==> config.mk <==
export PLATFORM = sky130hd
export DESIGN_NAME = string_to_integer_parser
export DESIGN_NICKNAME = d
export VERILOG_FILES = /design/src/hw/rtl/srtoi_pkg.sv /design/src/hw/rtl/string_to_integer_parser.sv /design/src/hw/rtl/srtoi_decode.sv /design/src/hw/rtl/srtoi_core.sv
export SDC_FILE = /design/constraint.sdc
export NUM_CORES = 1
export LEC_CHECK = 0
export ABC_AREA = 1
export BUFFER_PORTS_ARGS = -buffer_cell sky130_fd_sc_hd__buf_4
export CELL_PAD_IN_SITES_DETAIL_PLACEMENT = 0
export CELL_PAD_IN_SITES_GLOBAL_PLACEMENT = 1
export CORE_MARGIN = 5
export CORE_UTILIZATION = 50
export CTS_CLUSTER_SIZE = 20
export DETAILED_ROUTE_END_ITERATION = 10
export MAX_ROUTING_LAYER = met4
export PLACE_DENSITY = 0.92
export SLEW_MARGIN = 20
export SYNTH_ARGS = -nofsm -noshare
export SYNTH_HDL_FRONTEND = slang
export SYNTH_SLANG_ARGS = --single-unit
export TNS_END_PERCENT = 50
==> constraint.sdc <==
create_clock -name clk -period 13.3 [get_ports clk]
set_clock_uncertainty 0.2 [all_clocks]
set_input_delay 2.66 -clock clk [delete_from_list [all_inputs] [get_ports clk]]
set_output_delay 2.66 -clock clk [all_outputs]
set_load 0.01 [all_outputs]
==> src/hw/rtl/srtoi_pkg.sv <==
// ----------------------------------------------------------------------------
// srtoi_pkg
// Shared types and constants for the streaming string-to-integer parser.
// ----------------------------------------------------------------------------
package srtoi_pkg;

  // field widths
  localparam int VALUE_WIDTH    = 64;
  localparam int CONSUMED_WIDTH = 16;
  localparam int CHAR_WIDTH     = 8;
  localparam int BASE_WIDTH     = 5;
  localparam int CFG_INDEX_W    = 2;
  localparam int CFG_DATA_W     = 5;

  // default width of the saturating character counter
  localparam int COUNT_WIDTH_DEF = 16;

  // configuration register indexes
  localparam logic [CFG_INDEX_W-1:0] REG_NUMBER_BASE = 2'd0;
  localparam logic [CFG_INDEX_W-1:0] REG_SIGNED_MODE = 2'd1;

  // radix values
  localparam logic [BASE_WIDTH-1:0] BASE_AUTO = 5'd0;
  localparam logic [BASE_WIDTH-1:0] BASE_OCT  = 5'd8;
  localparam logic [BASE_WIDTH-1:0] BASE_DEC  = 5'd10;
  localparam logic [BASE_WIDTH-1:0] BASE_HEX  = 5'd16;

  // classification of one character
  typedef struct packed {
    logic       is_space;
    logic       is_plus;
    logic       is_minus;
    logic       is_zero;
    logic       is_x;
    logic       dig_ok;
    logic [3:0] dig;
  } char_class_t;

  // result of one step
  typedef struct packed {
    logic                      emit;
    logic [VALUE_WIDTH-1:0]    value;
    logic [CONSUMED_WIDTH-1:0] consumed;
    logic                      found;
  } result_t;

endpackage

==> src/hw/rtl/string_to_integer_parser.sv <==
// ----------------------------------------------------------------------------
// string_to_integer_parser
// Streaming text-to-integer parser: one character per word in, one result
// word out for each character that ends a number.
// ----------------------------------------------------------------------------
// Takes one character every cycle when the output side keeps up. A character
// passes an input register; once the result slot can take a word, the parse
// state and the result register are updated, and the result word is offered
// from the result register. The cycle time is set by the accumulator step, one
// 64-bit by 5-bit multiply-add. Radix and sign mode are taken at the start of
// each number; writes made in the middle of a number apply to the next one.
// ----------------------------------------------------------------------------
module string_to_integer_parser #(
  parameter int COUNT_WIDTH = srtoi_pkg::COUNT_WIDTH_DEF
) (
  input  logic                                 clk,
  input  logic                                 rst,
  // character input
  input  logic                                 in_valid,
  output logic                                 in_ready,
  input  logic [srtoi_pkg::CHAR_WIDTH-1:0]     ch,
  // result output
  output logic                                 out_valid,
  input  logic                                 out_ready,
  output logic [srtoi_pkg::VALUE_WIDTH-1:0]    value,
  output logic [srtoi_pkg::CONSUMED_WIDTH-1:0] consumed,
  output logic                                 found,
  // configuration writes
  input  logic                                 cfg_valid,
  output logic                                 cfg_ready,
  input  logic [srtoi_pkg::CFG_INDEX_W-1:0]    cfg_index,
  input  logic [srtoi_pkg::CFG_DATA_W-1:0]     cfg_data
);

  logic [srtoi_pkg::BASE_WIDTH-1:0] number_base;
  logic                             signed_mode;
  logic                             in_full;
  logic [srtoi_pkg::CHAR_WIDTH-1:0] ch_reg;
  logic                             step;
  srtoi_pkg::char_class_t           cls;
  srtoi_pkg::result_t               res;

  // configuration registers
  assign cfg_ready = 1'b1;

  always_ff @(posedge clk) begin
    if (rst) begin
      number_base <= srtoi_pkg::BASE_AUTO;
      signed_mode <= 1'b1;
    end else if (cfg_valid && cfg_ready) begin
      case (cfg_index)
        srtoi_pkg::REG_NUMBER_BASE: number_base <= cfg_data[srtoi_pkg::BASE_WIDTH-1:0];
        srtoi_pkg::REG_SIGNED_MODE: signed_mode <= cfg_data[0];
        default: ;
      endcase
    end
  end

  // the step runs when a character waits and the result slot can take a word
  assign step     = in_full && (!out_valid || out_ready);
  assign in_ready = !in_full || step;

  // input register
  always_ff @(posedge clk) begin
    if (rst) begin
      in_full <= 1'b0;
    end else if (in_valid && in_ready) begin
      in_full <= 1'b1;
    end else if (step) begin
      in_full <= 1'b0;
    end
  end

  always_ff @(posedge clk) begin
    if (in_valid && in_ready) begin
      ch_reg <= ch;
    end
  end

  srtoi_decode u_decode (
    .ch  (ch_reg),
    .cls (cls)
  );

  srtoi_core #(
    .COUNT_WIDTH (COUNT_WIDTH)
  ) u_core (
    .clk         (clk),
    .rst         (rst),
    .en          (step),
    .cls         (cls),
    .number_base (number_base),
    .signed_mode (signed_mode),
    .res         (res)
  );

  // result register
  always_ff @(posedge clk) begin
    if (rst) begin
      out_valid <= 1'b0;
    end else if (step && res.emit) begin
      out_valid <= 1'b1;
    end else if (out_ready) begin
      out_valid <= 1'b0;
    end
  end

  always_ff @(posedge clk) begin
    if (step && res.emit) begin
      value    <= res.value;
      consumed <= res.consumed;
      found    <= res.found;
    end
  end

  // a result without digits carries zero value and count
  assert property (@(posedge clk) disable iff (rst)
    out_valid && !found |-> value == '0 && consumed == '0)
    else $error("empty result with nonzero value or count");

  // an empty input stage always takes a word
  assert property (@(posedge clk) disable iff (rst)
    !in_full |-> in_ready)
    else $error("input stage empty but not ready");

  // no result word is offered right after reset
  assert property (@(posedge clk)
    rst |=> !out_valid)
    else $error("result valid after reset");

endmodule

==> src/hw/rtl/srtoi_decode.sv <==
// ----------------------------------------------------------------------------
// srtoi_decode
// Character classifier: white space, signs, hex prefix letter and digit value.
// ----------------------------------------------------------------------------
module srtoi_decode (
  input  logic [srtoi_pkg::CHAR_WIDTH-1:0] ch,
  output srtoi_pkg::char_class_t           cls
);

  // white space, signs, zero and the hex prefix letter
  always_comb begin
    cls.is_space = (ch == 8'h20) || (ch == 8'h09) || (ch == 8'h0A) ||
                   (ch == 8'h0D) || (ch == 8'h0C) || (ch == 8'h0B);
    cls.is_plus  = (ch == 8'h2B);
    cls.is_minus = (ch == 8'h2D);
    cls.is_zero  = (ch == 8'h30);
    cls.is_x     = (ch == 8'h78) || (ch == 8'h58);
  end

  // digit value for 0-9, a-f, A-F
  always_comb begin
    cls.dig_ok = 1'b0;
    cls.dig    = 4'd0;
    if (ch >= 8'h30 && ch <= 8'h39) begin
      cls.dig_ok = 1'b1;
      cls.dig    = 4'(ch - 8'h30);
    end else if (ch >= 8'h61 && ch <= 8'h66) begin
      cls.dig_ok = 1'b1;
      cls.dig    = 4'(ch - 8'h57);
    end else if (ch >= 8'h41 && ch <= 8'h46) begin
      cls.dig_ok = 1'b1;
      cls.dig    = 4'(ch - 8'h37);
    end
  end

endmodule

==> src/hw/rtl/srtoi_core.sv <==
// ----------------------------------------------------------------------------
// srtoi_core
// Parse state registers and the per-character step: sign, prefix, one
// multiply-add on the accumulator, and the result when the number ends.
// ----------------------------------------------------------------------------
module srtoi_core #(
  parameter int COUNT_WIDTH = srtoi_pkg::COUNT_WIDTH_DEF
) (
  input  logic                             clk,
  input  logic                             rst,
  input  logic                             en,
  input  srtoi_pkg::char_class_t           cls,
  input  logic [srtoi_pkg::BASE_WIDTH-1:0] number_base,
  input  logic                             signed_mode,
  output srtoi_pkg::result_t               res
);

  localparam logic [2:0] PH_SKIP   = 3'd0;
  localparam logic [2:0] PH_START  = 3'd1;
  localparam logic [2:0] PH_ZERO   = 3'd2;
  localparam logic [2:0] PH_HEXPFX = 3'd3;
  localparam logic [2:0] PH_DIGITS = 3'd4;

  localparam int VW   = srtoi_pkg::VALUE_WIDTH;
  localparam int BW   = srtoi_pkg::BASE_WIDTH;
  localparam int CNW  = srtoi_pkg::CONSUMED_WIDTH;
  localparam int EXTW = COUNT_WIDTH + CNW;

  logic [2:0]             phase, phase_next;
  logic                   minus_seen, minus_seen_next;
  logic [VW-1:0]          accumulator, accumulator_next;
  logic [BW-1:0]          active_base, active_base_next;
  logic [COUNT_WIDTH-1:0] char_count, char_count_next;
  logic                   digit_seen, digit_seen_next;

  logic                   begin_zero;
  logic [BW-1:0]          begin_base;
  logic [BW-1:0]          zero_base;
  logic                   take;
  logic [BW-1:0]          take_base;
  logic [COUNT_WIDTH-1:0] take_cnt;
  logic                   finish;
  logic [VW+BW-1:0]       prod;
  logic [EXTW-1:0]        cnt_ext;

  // saturating increment of the character counter
  function automatic logic [COUNT_WIDTH-1:0] sat_inc(input logic [COUNT_WIDTH-1:0] c);
    logic [COUNT_WIDTH:0] s;
    s = {1'b0, c} + {{COUNT_WIDTH{1'b0}}, 1'b1};
    sat_inc = s[COUNT_WIDTH] ? {COUNT_WIDTH{1'b1}} : s[COUNT_WIDTH-1:0];
  endfunction

  // radix choices at the start of a number and after a leading zero
  assign begin_zero = ((number_base == srtoi_pkg::BASE_AUTO) ||
                       (number_base == srtoi_pkg::BASE_HEX)) && cls.is_zero;
  assign begin_base = (number_base == srtoi_pkg::BASE_AUTO) ? srtoi_pkg::BASE_DEC
                                                             : number_base;
  assign zero_base  = (active_base == srtoi_pkg::BASE_AUTO) ? srtoi_pkg::BASE_OCT
                                                             : srtoi_pkg::BASE_HEX;

  // next state and result
  always_comb begin
    phase_next       = phase;
    minus_seen_next  = minus_seen;
    accumulator_next = accumulator;
    active_base_next = active_base;
    char_count_next  = char_count;
    digit_seen_next  = digit_seen;
    take             = 1'b0;
    take_base        = active_base;
    take_cnt         = char_count;
    finish           = 1'b0;

    case (phase)
      PH_SKIP, PH_START: begin
        if (phase == PH_SKIP && cls.is_space) begin
          char_count_next = sat_inc(char_count);
        end else if (phase == PH_SKIP && (cls.is_plus || (cls.is_minus && signed_mode))) begin
          minus_seen_next = cls.is_minus;
          char_count_next = sat_inc(char_count);
          phase_next      = PH_START;
        end else if (begin_zero) begin
          active_base_next = number_base;
          accumulator_next = '0;
          digit_seen_next  = 1'b1;
          char_count_next  = sat_inc(char_count);
          phase_next       = PH_ZERO;
        end else begin
          take             = 1'b1;
          take_base        = begin_base;
          active_base_next = begin_base;
        end
      end
      PH_ZERO: begin
        if (cls.is_x) begin
          phase_next = PH_HEXPFX;
        end else begin
          take             = 1'b1;
          take_base        = zero_base;
          active_base_next = zero_base;
        end
      end
      PH_HEXPFX: begin
        if (cls.dig_ok) begin
          // the prefix letter counts only when a hex digit follows
          take             = 1'b1;
          take_base        = srtoi_pkg::BASE_HEX;
          active_base_next = srtoi_pkg::BASE_HEX;
          take_cnt         = sat_inc(char_count);
        end else begin
          finish = 1'b1;
        end
      end
      PH_DIGITS: begin
        take = 1'b1;
      end
      default: begin
        phase_next       = PH_SKIP;
        minus_seen_next  = 1'b0;
        accumulator_next = '0;
        active_base_next = '0;
        char_count_next  = '0;
        digit_seen_next  = 1'b0;
      end
    endcase

    // digit accumulate, or end of number
    prod = accumulator * take_base;
    if (take) begin
      if (cls.dig_ok && ({1'b0, cls.dig} < take_base)) begin
        accumulator_next = prod[VW-1:0] + VW'(cls.dig);
        digit_seen_next  = 1'b1;
        char_count_next  = sat_inc(take_cnt);
        phase_next       = PH_DIGITS;
      end else begin
        finish = 1'b1;
      end
    end

    if (finish) begin
      phase_next       = PH_SKIP;
      minus_seen_next  = 1'b0;
      accumulator_next = '0;
      active_base_next = '0;
      char_count_next  = '0;
      digit_seen_next  = 1'b0;
    end
  end

  // result word
  assign cnt_ext      = EXTW'(char_count);
  assign res.emit     = finish;
  assign res.found    = digit_seen;
  assign res.value    = !digit_seen ? '0 :
                        (minus_seen ? (VW'(0) - accumulator) : accumulator);
  assign res.consumed = digit_seen ? cnt_ext[CNW-1:0] : '0;

  // state registers
  always_ff @(posedge clk) begin
    if (rst) begin
      phase       <= PH_SKIP;
      minus_seen  <= 1'b0;
      accumulator <= '0;
      active_base <= '0;
      char_count  <= '0;
      digit_seen  <= 1'b0;
    end else if (en) begin
      phase       <= phase_next;
      minus_seen  <= minus_seen_next;
      accumulator <= accumulator_next;
      active_base <= active_base_next;
      char_count  <= char_count_next;
      digit_seen  <= digit_seen_next;
    end
  end

endmodule
; ---- After elaboration in Yosys (flattened, before gate mapping)
; Cells that the tools add are included.
[op_classes]
n_eq_ne = 22
multipliers = 1
magnitude_cmp = 7
addsub = 7
n_reduce_logical = 36
n_mux = 68
[op_table]
columns = cell, count
row1 = 2-to-1 mux 64 bit, 7
row2 = 2-to-1 mux 16 bit, 10
row3 = one-hot mux 64 bit (2 select lines), 1
row4 = 2-to-1 mux 5 bit, 14
row5 = adder 64 x 4 -> 64 bit, 1
row6 = multiplier 64 x 5 -> 64 bit, 1
row7 = subtractor 1 x 64 -> 64 bit (first input constant), 1
row8 = equality test 8 x 4 -> 1 bit (second input constant), 5
row9 = adder 16 x 1 -> 17 bit (second input constant), 2
row10 = equality test 8 x 6 -> 1 bit (second input constant), 4
row11 = one-hot mux 16 bit (2 select lines), 1
row12 = 2-to-1 mux 1 bit, 22
row13 = 2-to-1 mux 3 bit, 7
row14 = one-hot mux 5 bit (4 select lines), 1
row15 = equality test 8 x 7 -> 1 bit (second input constant), 2
row16 = >= comparator 8 x 7 -> 1 bit (second input constant), 2
row17 = less-or-equal comparator 8 x 7 -> 1 bit (second input constant), 2
row18 = one-hot mux 5 bit (3 select lines), 1
row19 = logical AND 1 bit, 11
row20 = logical NOT 5 bit, 2
row21 = logical OR 1 bit, 10
row22 = one-hot mux 3 bit (3 select lines), 1
row23 = >= comparator 8 x 6 -> 1 bit (second input constant), 1
row24 = less-or-equal comparator 8 x 6 -> 1 bit (second input constant), 1
row25 = other kinds (21), 31
[word_totals]
out_inout_bits = 84
elab_cells = 155
register_bits = 187
input_bits = 20

; ---- Logic depth before layout (Yosys ltp)
[logic_depth]
depth_word = 15
ltp_mapped = 45
depth_no_buf = 43

; ---- Hierarchy
; From an unflattened synthesis, not the netlist that was laid out.
[unflattened]
hier_cells = 3440
area_unflattened_um2 = 23047.1
[by_module_without_submodules]
columns = mod, cells_per_inst, area_per_inst_um2, instances, seq_area_each_um2
row1 = srtoi_core, 3238, 19685.1, 1, 1801.7
row2 = string_to_integer_parser, 147, 3056.7, 1, 2832.7
row3 = srtoi_decode, 55, 305.3, 1, 0.0

; ---- Least setup slack after synthesis
; No wires, ideal clock.
[synth_timing]
path_kind = register to register
start = register ch_reg[1] (netlist bit)
end = register u_core.accumulator[48]
stages_incl_launch_ff = 39
path_buffers = 2
t_arrival_ns = 6.237
setup_ns = 0.132
t_required_ns = 12.968
setup_slack_ns = 6.730
period_less_slack_ns = 6.570
cell_sequence = edfxtp_1 -> inv_1 -> ha_1 -> inv_1 -> nor2_2 -> nand2_1 -> nand2_1 -> nand2_2 -> nand2_1 -> inv_2 -> nand4_1 -> nand2_1 -> nand2_1 -> nand2_2 -> inv_2 -> clkbuf_1 -> buf_1 -> nor2_1 -> [3 not listed] -> fa_1 -> inv_1 -> ha_1 -> a21oi_1 -> nand2_1 -> a21boi_0 -> o21ai_0 -> a21boi_0 -> o21ai_0 -> a21oi_1 -> nor2_1 -> nand2_1 -> nand2_1 -> or2_2 -> nand3_1 -> nand2_1 -> nand2_1 -> a21oi_1
[synth_between]
elab_chain_len = 14
elab_cells_between_ends = 64
classes_between = add/sub (4) / mul (1) / order compare (7) / eq/ne (11) / mux (26) / reduce/logical (15)
[synth_rtl]
columns = item, line_no
row1 = from (decl), string_to_integer_parser.sv:38  ; logic [srtoi_pkg::CHAR_WIDTH-1:0] ch_reg;
row2 = from (signal assigned), string_to_integer_parser.sv:76  ; ch_reg <= ch;
row3 = branches (longest 13 deep; another with multiplier 64 x 5 -> 64 bit), -
row4 = 2-to-1 mux 64 bit *, srtoi_core.sv:140  ; if (finish) begin
row5 = to (signal assigned), srtoi_core.sv:170  ; accumulator <= accumulator_next;
row6 = to (decl), srtoi_core.sv:31  ; logic [VW-1:0] accumulator, accumulator_next;
; Mark *: on every way between the ends.
; A chain may end at the register's enable or synchronous reset.

; ---- Worst setup path in the final report
[layout_timing]
start = register ch_reg[0] (netlist bit)
end = register u_core.accumulator[47]
; Same word-level chain as after synthesis.

==> impl_metrics.json <==
{
  "outcome": "completed",
  "grt_pass1_vias": 21700,
  "cts_tree": "done",
  "hpwl_um": 58200,
  "die_x_um": 222,
  "maxCapViolCount": 0,
  "clk_latency_ns": 0.48,
  "final_layout_size_suffix_gt1_share_pct": 6.00,
  "period_minus_slack_ns": 8.57,
  "fmax_mhz": 117,
  "die_h_um": 222,
  "grt_overflow": 0,
  "routed_via_density": 5.72,
  "synth_area_um2": 22400,
  "synthesis.nets": 3629,
  "synth_edf_count": 89,
  "final-hold-violation-count": 0,
  "fin_crit_sh_pct": 64.4,
  "cts_sinks": 187,
  "tightestPinTransition_ns": 1.14,
  "vdd_ir_drop_max_mv": 0.0953,
  "crit_type": "register to register",
  "ys_warn_count": 0,
  "tns_ns": 0,
  "setup_ws_ns": 4.73,
  "synthAdderAreaFrac_pct": 23.9,
  "post-route-cell-area_um2": 24100,
  "post_drt_wl_per_cell_um": 19.5,
  "syn_to_final_growth_pct": 7.49,
  "nets": 3642,
  "hold_buffers": 0,
  "die-area_um2": 49200,
  "p_leak_nw": 11.1,
  "maxSlewHeadroom_pct": 24.2,
  "synthMuxAreaShare_pct": 0,
  "core.rowCount": 77,
  "synth-simple-area-share_pct": 25.7,
  "port_buffers": 102,
  "post_cts_resized": 0,
  "numCtsBuffers": 17,
  "dr.pass1.iters": 7,
  "ys_ff_latch": 187,
  "largest_registers": "u_core.accumulator x64, value x64",
  "fillCellCount": 4466,
  "drt_iter0_drc": 2459,
  "synthCells": 3290,
  "wl_um": 76100,
  "cp_common_cell": "nand2_1",
  "finalNonFillerCells": 3909,
  "hold_path.class": "register to register",
  "synth_seq_area_share_pct": 20.7,
  "path_clk_slew_ns": 0.07,
  "crit_path_end_kind": "register",
  "synthArstFlopShare_pct": 0,
  "grt_pass1_wl_um": 119000,
  "root_buffer": "clkbuf_16",
  "postCtsSetupBuffers": 0,
  "cp-start-kind": "register",
  "place_area_um2": 23500,
  "grt_usage_pct": 31.1,
  "antenna_found_initial": 1,
  "fin_hold_ws_ns": 0.293,
  "synth_top_family_by_area": "simple AND/OR/NAND/NOR gates",
  "coreArea_um2": 44300,
  "post-place-cells": 3876,
  "place_ws_ns": 4.96,
  "drtAntennaViolNets": 0,
  "rsz0062_at_grt": "no",
  "vias": 22400,
  "synthXorXnorAreaFrac_pct": 2.81,
  "crit_arrival_ns": 8.77,
  "grt_max_degree": 87,
  "synth_flop_cell": "dfxtp_1",
  "cp_max_fo": 33,
  "finalSetupViolations": 0,
  "synth_cell_types": 56,
  "required_ns": 13.50,
  "cp_slowest_cell": "inv_2",
  "ios": 104,
  "critPathMaxStageDelay_ns": 0.67,
  "initial_utilization_pct": 50.6,
  "final_max_slew_viol_count": 0,
  "syn-mean-instance-area_um2": 6.82,
  "synth_compound_area_share_pct": 14.1,
  "drc": 0,
  "p_per_area_nw_per_um2": 59.4,
  "cts_max_level": 4,
  "gp_congestion": 1.02,
  "clockBufferDepth": 2
}
-- routing by layer --
metal  GRT usage, %  part of all wire [%]  vias up
li1               -                     -    10500
met1           40.1                    41    10700
met2           50.5                    47     1034
met3           3.38                   7.7      184
met4           12.4                   4.1        0
met5              -                     0        -
-- power by group --
| part | internal [mW] | switching, mW |
|---|---|---|
| combinational | 0.0581 | 0.173 |
| sequential | 0.621 | 0.0130 |
| clock | 0.302 | 0.265 |
| total | 0.982 | 0.451 |
-- cell type report --
type / instances / area (µm²) / area share, %
inverters: 619 / 2330 / 9.64
clock inverters: 13 / 188 / 0.778
repair buffers: 116 / 871 / 3.61
multi-input cells: 2362 / 14900 / 61.9
diodes: 1 / 2.50 / 0.0104
flip-flops and latches: 187 / 4640 / 19.2
well taps: 592 / 741 / 3.07
clock buffers: 19 / 433 / 1.79
-- cells in the final DEF (no fill, tap or decap), types with 3 or more instances in the layout --
cell       instances
inv_1            598
nand2_1          558
nor2_1           541
a21oi_1          242
o21ai_0          185
fa_1             182
ha_1             137
nand3_1          134
buf_4            116
dfxtp_1           97
edfxtp_1          89
nor3_1            67
xor2_1            54
o211ai_1          39
o21ai_1           29
nand4_1           29
nor4_1            21
a31oi_1           20
xnor2_1           18
clkbuf_16         17
inv_2             13
a21o_1            13
nand2_2           11
o21bai_1          11
o22ai_1           10
or2_2              9
o21a_1             8
clkinv_1           6
nor2_2             5
a21boi_0           5
nand3b_1           4
a211oi_1           4
nand2_4            3
bufinv_16          3
inv_6              3
-- critical path: cells and delay by family, from the launching register on --
| family | cells | cell delay (ns) |
|---|---|---|
| buf+inv | 6 | 1.61 |
| compound gates | 8 | 2.48 |
| fa+ha+maj | 5 | 1.84 |
| flops | 1 | 0.40 |
| simple gates | 16 | 1.95 |
-- cells in the mapped netlist, types with 2 or more instances --
master,number,share of area [%]
a211oi_1,4,0.13
a21boi_0,5,0.17
a21o_1,13,0.43
a21oi_1,242,5.4
a221oi_1,2,0.078
a31o_2,2,0.078
a31oi_1,20,0.56
and3_1,2,0.056
buf_1,12,0.20
buf_2,12,0.27
buf_4,10,0.33
buf_6,7,0.35
clkbuf_1,79,1.3
clkbuf_2,2,0.045
clkinv_1,6,0.10
dfxtp_1,98,8.7
edfxtp_1,89,12
fa_1,182,16
ha_1,137,7.6
inv_1,601,10
inv_2,12,0.20
nand2_1,560,9.4
nand2_2,9,0.25
nand2_4,3,0.15
nand3_1,134,3.0
nand3b_1,4,0.13
nand4_1,29,0.81
nor2_1,542,9.1
nor2_2,4,0.11
nor3_1,67,1.5
nor4_1,21,0.59
o211ai_1,39,1.3
o21a_1,8,0.27
o21ai_0,185,4.1
o21ai_1,29,0.65
o21bai_1,11,0.37
o22ai_1,10,0.28
or2_2,9,0.25
or3_1,2,0.056
xnor2_1,18,0.70
xor2_1,54,2.1
-- per-stage QoR --
stage | utilization (%) | total power, mW
6_report | 54.4 | 1.43
5_1_grt | 54.4 | 1.48
4_1_cts | 54.4 | 1.43
3_5_place_dp | 53.0 | 0.874
3_3_place_gp | 53.0 | 0.871
2_1_floorplan | - | 0.781
-- cells by family (layout without fill, tap and decap cells) --
logic type | after synthesis | after routing
other | 1 | 2
adder cells (fa/ha/maj) | 319 | 319
buffers and inverters | 741 | 767
flip-flops | 187 | 187
XOR/XNOR | 72 | 72
AND/OR/NAND/NOR | 1394 | 1394
AO/OA/AOI/OAI | 576 | 576
-- worst paths after layout --
| check | depth (start not counted) | slack (ns) | to | from |
|---|---|---|---|---|
| worst max-delay path | 35 | 4.73 | u_core.accumulator[47] | ch_reg[0] |
| worst min-delay path | 2 | 0.29 | u_core.accumulator[19] | u_core.accumulator[19] |
| worst max register to register | 35 | 4.73 | u_core.accumulator[47] | ch_reg[0] |
| worst min register to register | 2 | 0.29 | u_core.accumulator[19] | u_core.accumulator[19] |
(Power assumes the default switching activity.)
